===== src/rtl/c2s_pkg.sv =====
// ----------------------------------------------------------------------------
// c2s_pkg: shared constants and helpers for the cartesian-to-spherical block
// Datapath widths, CORDIC arctangent table, gain correction and angle scaling.
// ----------------------------------------------------------------------------
`default_nettype none

package c2s_pkg;

  // Defaults for the top-level parameters
  localparam int DEF_CORDIC_STAGES = 16;
  localparam int DEF_COORD_WIDTH   = 16;

  // Coordinates are scaled so that value bits plus guard bits total 46
  localparam int COORD_TOTAL = 46;
  // Vector datapath width: headroom for CORDIC gain and 3D length
  localparam int DW = 50;
  // Angle accumulator width, Q30 with range past +/- (pi + sum of atan)
  localparam int AW = 35;
  // Number of entries in the arctangent table
  localparam int TAB_LEN = 24;

  // pi in Q30 and Q13
  localparam logic signed [AW-1:0] PI_Q30 = AW'(64'h00000000C90FDAA2);
  localparam int PI_Q13 = 25736;
  localparam int ANGLE_W = 16;
  localparam int THETA_W = 15;

  // 1/K in Q30, split multiply: upper slice above bit 16, lower 16 bits
  localparam int INV_K_W = 30;
  localparam logic [INV_K_W-1:0] INV_K_Q30 = 30'h26DD3B6A;
  localparam int GAIN_LO_W = 16;
  localparam int GAIN_HI_W = 32;

  // Flags that ride along with a point
  typedef struct packed {
    logic xy_zero;
    logic z_zero;
  } c2s_flags_t;

  localparam int FLAGS_W = $bits(c2s_flags_t);

  // atan(2^-i) in Q30, truncated
  function automatic logic [AW-1:0] atan_q30(input int idx);
    logic [31:0] v;
    case (idx)
      0:  v = 32'h3243F6A8;
      1:  v = 32'h1DAC6705;
      2:  v = 32'h0FADBAFC;
      3:  v = 32'h07F56EA6;
      4:  v = 32'h03FEAB76;
      5:  v = 32'h01FFD55B;
      6:  v = 32'h00FFFAAA;
      7:  v = 32'h007FFF55;
      8:  v = 32'h003FFFEA;
      9:  v = 32'h001FFFFD;
      10: v = 32'h000FFFFF;
      11: v = 32'h0007FFFF;
      12: v = 32'h0003FFFF;
      13: v = 32'h0001FFFF;
      14: v = 32'h0000FFFF;
      15: v = 32'h00007FFF;
      16: v = 32'h00003FFF;
      17: v = 32'h00001FFF;
      18: v = 32'h00000FFF;
      19: v = 32'h000007FF;
      20: v = 32'h000003FF;
      21: v = 32'h000001FF;
      22: v = 32'h000000FF;
      23: v = 32'h0000007F;
      default: v = 32'h00000000;
    endcase
    return AW'(v);
  endfunction

  // Q30 angle to Q13 with round-half-up, clamped to [lo, hi]
  function automatic logic signed [ANGLE_W-1:0] to_q13(
    input logic signed [AW-1:0] a,
    input logic signed [ANGLE_W-1:0] lo,
    input logic signed [ANGLE_W-1:0] hi
  );
    logic signed [AW-1:0]    s;
    logic signed [AW-18:0]   q;
    logic signed [ANGLE_W-1:0] r;
    s = a + AW'(65536);
    q = s[AW-1:17];
    if (q < (AW-17)'(lo)) begin
      r = lo;
    end else if (q > (AW-17)'(hi)) begin
      r = hi;
    end else begin
      r = q[ANGLE_W-1:0];
    end
    return r;
  endfunction

endpackage

`default_nettype wire


===== src/rtl/c2s_gain.sv =====
// ----------------------------------------------------------------------------
// c2s_gain: CORDIC gain correction
// Multiplies a nonnegative value by 1/K in Q30 with truncation, two stages.
// ----------------------------------------------------------------------------
`default_nettype none

module c2s_gain
  import c2s_pkg::*;
#(
  parameter int SIDE_W = 1
) (
  input  wire logic                  clk,
  input  wire logic                  rst,
  input  wire logic                  ce,
  input  wire logic                  in_valid,
  input  wire logic signed [DW-1:0]  in_v,
  input  wire logic [SIDE_W-1:0]     in_side,
  output logic                       out_valid,
  output logic signed [DW-1:0]       out_v,
  output logic [SIDE_W-1:0]          out_side
);

  localparam int HI_PW = GAIN_HI_W + INV_K_W;
  localparam int LO_PW = GAIN_LO_W + INV_K_W;

  logic                 vld1;
  logic [HI_PW-1:0]     hi_prod;
  logic [LO_PW-1:0]     lo_prod;
  logic [SIDE_W-1:0]    side1;
  logic [DW-1:0]        sum_next;

  // Valid bits for both stages
  always_ff @(posedge clk) begin
    if (rst) begin
      vld1      <= 1'b0;
      out_valid <= 1'b0;
    end else if (ce) begin
      vld1      <= in_valid;
      out_valid <= vld1;
    end
  end

  // Stage 1: partial products of upper and lower slices
  always_ff @(posedge clk) begin
    if (ce) begin
      hi_prod <= HI_PW'(in_v[GAIN_LO_W+GAIN_HI_W-1:GAIN_LO_W]) * HI_PW'(INV_K_Q30);
      lo_prod <= LO_PW'(in_v[GAIN_LO_W-1:0]) * LO_PW'(INV_K_Q30);
      side1   <= in_side;
    end
  end

  // Stage 2: align and add the truncated partials
  assign sum_next = DW'(hi_prod[HI_PW-1:INV_K_W-GAIN_LO_W])
                  + DW'(lo_prod[LO_PW-1:INV_K_W]);

  always_ff @(posedge clk) begin
    if (ce) begin
      out_v    <= $signed(sum_next);
      out_side <= side1;
    end
  end

endmodule

`default_nettype wire

===== config.mk =====
export PLATFORM = sky130hd
export DESIGN_NAME = c2s_gain
export DESIGN_NICKNAME = d
export VERILOG_FILES = /design/src/rtl/c2s_pkg.sv /design/src/rtl/c2s_gain.sv
export SDC_FILE = /design/constraint.sdc
export NUM_CORES = 2
export LEC_CHECK = 0
export ABC_AREA = 1
export BUFFER_PORTS_ARGS = -buffer_cell sky130_fd_sc_hd__buf_2
export CAP_MARGIN = 0
export CORE_ASPECT_RATIO = 0.9
export CORE_MARGIN = 1.5
export CORE_UTILIZATION = 65
export CTS_CLUSTER_DIAMETER = 60
export DETAILED_ROUTE_END_ITERATION = 10
export MAX_ROUTING_LAYER = met4
export PLACE_DENSITY = 0.83
export SYNTH_ARGS = -nofsm -noshare
export SYNTH_HDL_FRONTEND = slang
export SYNTH_SLANG_ARGS = --single-unit

===== constraint.sdc =====
create_clock -name clk -period 10.3 [get_ports clk]
set_input_delay 0.515 -clock clk [delete_from_list [all_inputs] [get_ports clk]]
set_output_delay 0.515 -clock clk [all_outputs]
set_load 0.005 [all_outputs]

==> qor.csv <==
stage;metric;value;unit
outcome;status;finished, final reports clean;
sta;unrepaired setup endpoints after global routing;false;
critical_path;Critical Path RT;10460;ps
routing;first-pass detailed-route iteration total;5;
yosys;Synth area leaders;fa_1 36%, ha_1 18%, inv_1 15%;
critical_path;Worst setup EP type;flop;
critical_path;Worst Setup Path Type;input pin to flop;
clock_network;clk root buf;clkbuf_16;
critical_path;CP startpoint;in_v[29];
critical_path;R2R setup slack;7880;ps
sta;Tmin final;6780;ps
clock_network;worst skew pair latency;420;ps
yosys;Commonest cells post-synth;1,404 x inv_1, 939 x nand2_1, 642 x fa_1, 518 x ha_1, 202 x nor2_1;
yosys;number of synthesized flops with an enable pin;115;
yosys;distinct cell type count after synthesis;36;
sta;Slew Limit Fails;0;
final_layout;Final nets;5636;
global_routing;largest net degree at the start of global routing;63;
floorplan;Die Ht;224;um
clock_network;Bufs on Longest Clock Path;2;
clock_network;Post CTS Setup Buffer Count;0;
sta;period utilisation layout;0.658;
final_layout;Area Overhead vs Synth;5.70;%
critical_path;cell family with most CP delay;adder cells;
floorplan;Initial Util;0.662;
critical_path;Worst Path Arrival;6940;ps
routing;vias per inst;5.27;
routing;number of remaining DRC errors;0;
critical_path;FF-to-FF path depth;10;
critical_path;crit path to;hi_prod[61];
yosys;Synth area leader;fa_1;
clock_network;Post-CTS Resized;0;
clock_network;# hold bufs at CTS;0;
clock_network;CTS H-Tree Depth;4;
global_routing;first-pass GRT wire length;152;mm
yosys;Mapped Area;35300;um^2
final_layout;Fillers;4348;
yosys;Synth Instances;4299;
placement;number of I/O port buffers;103;
clock_network;CTS tree;built;
global_routing;met2 usage;0.586;
yosys;post-synthesis register bit count;117;
global_routing;met3 usage;0.0572;
critical_path;slowest cell delay on critical path;530;ps
critical_path;Critical Path Start Type;input pin;
global_routing;GRT Util Overall;0.368;
critical_path;WP buf/inv;8;
placement;GPL Wtd Cong;1.05;
final_layout;share of cells above drive strength 1;0.0485;
routing;vias;27025;
critical_path;reg2reg start;hi_prod[14];
clock_network;clock-pin slew on the worst setup and hold paths;50;ps
routing;Iteration-0 DRC Markers;1933;
yosys;Synth top area share;0.364;
floorplan;core area;53400;um^2
floorplan;FP Rows;80;
final_layout;antenna diode instance count;0;
global_routing;busiest metal layer after global routing;met2;
global_routing;vias in the first global route;28443;
critical_path;Reg2Reg Capture Point;out_v[20];
floorplan;total I/O pin count;107;
critical_path;CP max-delay cell;fa_1;
worst_hold_path;HP Class;input pin to flop;
global_routing;GR Overflow Total;0;
sta;Worst Tran Pin Value;741;ps
yosys;sequential area share after synthesis;0.0990;
yosys;synth warn;0;
sta;Slew headroom;0.506;
clock_network;CTS Sinks;117;
routing;Wirelength per Cell;18.4;um
routing;Final ANT Viol Nets;0;
global_routing;initial antenna violation count;0;
floorplan;Die Area;55700;um^2
floorplan;Die X;249;um
clock_network;CTS Buf Count;17;
global_routing;met1 usage;0.488;
yosys;top_reg_cell synth;edfxtp_1;
yosys;most frequent cell after synthesis;inv_1;
sta;Clock Skews;9.91;ps
sta;Max Clk Rate;148;MHz
routing;Routed WL;94.5;mm
sta;setup TNS;0;ps
yosys;syn_nets;5514;
yosys;Post-synth ARST share;0;
critical_path;CP Depth;25;
placement;Post-DP HPWL;85.0;mm
sta;final setup fails;0;
critical_path;most used cell, CP;fa_1;
run;max-cap violations;0;
yosys;average cell area after synthesis;8.21;um^2
sta;Final Hold Viols;0;
critical_path;crit-path max FO;7;
-- routing by layer --
metal	vias up	routed length [um]
met4	0	3510
met1	12888	40500
met2	1070	42900
li1	12837	-
met3	230	7560
met5	-	0
-- cell families after synthesis --
kind of cell               Yosys count  share of synthesized area
DFF                                117                     0.0990
AOI/OAI and AO/OA                  146                     0.0225
buffers and inverters             1412                      0.150
other                                1                   0.000106
and+or+nand+nor                   1413                      0.168
adders and majority gates         1160                      0.548
xor gates and xnor gates            50                     0.0126
-- final cells by class --
cell class                 instances  area [um^2]  share of cell area
clock inverter                    12          184             0.00493
timing repair buffer             104          526              0.0141
clock buffer                      20          437              0.0117
inverter                        1411         5300               0.142
sequential                       117         3490              0.0936
tap                              697          872              0.0234
multi-input combinational       2770        26500               0.710
-- worst reg2reg max path: cells and delay by family (launching register included) --
| family | cells | cell delay (ps) |
|---|---|---|
| flops | 1 | 380 |
| xor+xnor | 1 | 150 |
| simple gates | 5 | 650 |
| buf+inv | 1 | 70 |
| fa+ha+maj | 2 | 680 |
| compound gates | 1 | 230 |
-- stage by stage --
stage | util | instances | setup WS [ps] | instance area, um^2 | hold slack, ps
finish | 0.699 | 5131 | 3520 | 37300 | 269
CTS | 0.699 | 5131 | 3550 | 37300 | 260
global placement | 0.688 | 5099 | 3170 | 36700 | 421
detailed placement | 0.688 | 5099 | 3120 | 36700 | 405
floorplan | - | 4299 | 4200 | 35300 | 400
global route | 0.699 | 5131 | 3260 | 37300 | 272
-- worst min-delay path by stage --
stage | startpoint | endpoint | depth (start not counted)
CTS | rst | out_valid | 2
floorplan | side1 | out_side | 0
global placement | side1 | out_side | 0
finish | rst | out_valid | 2
detailed placement | side1 | out_side | 0
global route | rst | out_valid | 2
-- layout by cell type, fill, tap and decap left out, types with 2 or more instances in the layout --
cell type | synthesis | routed
or2_2 | 2 | 2
o21ai_0 | 22 | 22
buf_2 | 0 | 102
and2_1 | 8 | 8
o21bai_1 | 13 | 13
nand2_4 | 3 | 3
ha_1 | 518 | 518
nand3b_1 | 8 | 8
nor2_2 | 23 | 23
a21oi_1 | 100 | 100
xor2_1 | 42 | 42
clkinv_1 | 0 | 3
nand3_1 | 126 | 126
nand4_1 | 26 | 26
nor3b_2 | 2 | 2
inv_1 | 1404 | 1404
edfxtp_1 | 115 | 115
nor3_2 | 13 | 13
o21ai_2 | 2 | 2
clkinv_2 | 0 | 3
clkbuf_1 | 0 | 3
nor2_4 | 6 | 6
fa_1 | 642 | 642
nor2_1 | 202 | 202
dfxtp_1 | 2 | 2
a21boi_0 | 3 | 3
a21o_1 | 5 | 5
nand2_1 | 939 | 939
buf_4 | 1 | 2
clkbuf_16 | 0 | 17
inv_2 | 7 | 7
bufinv_16 | 0 | 5
nand2_2 | 21 | 21
xnor2_1 | 7 | 7
nor3_1 | 26 | 26
nand3_2 | 5 | 5
-- state kept, by name (all words and copies together), names as in the netlist --
register	cells
vld1	1
lo_prod	16
out_valid	1
out_v	49
hi_prod	48
side1	1
out_side	1
Power is not shown: default switching activity piles up to over one toggle a cycle in this logic, so the estimate is an artifact.
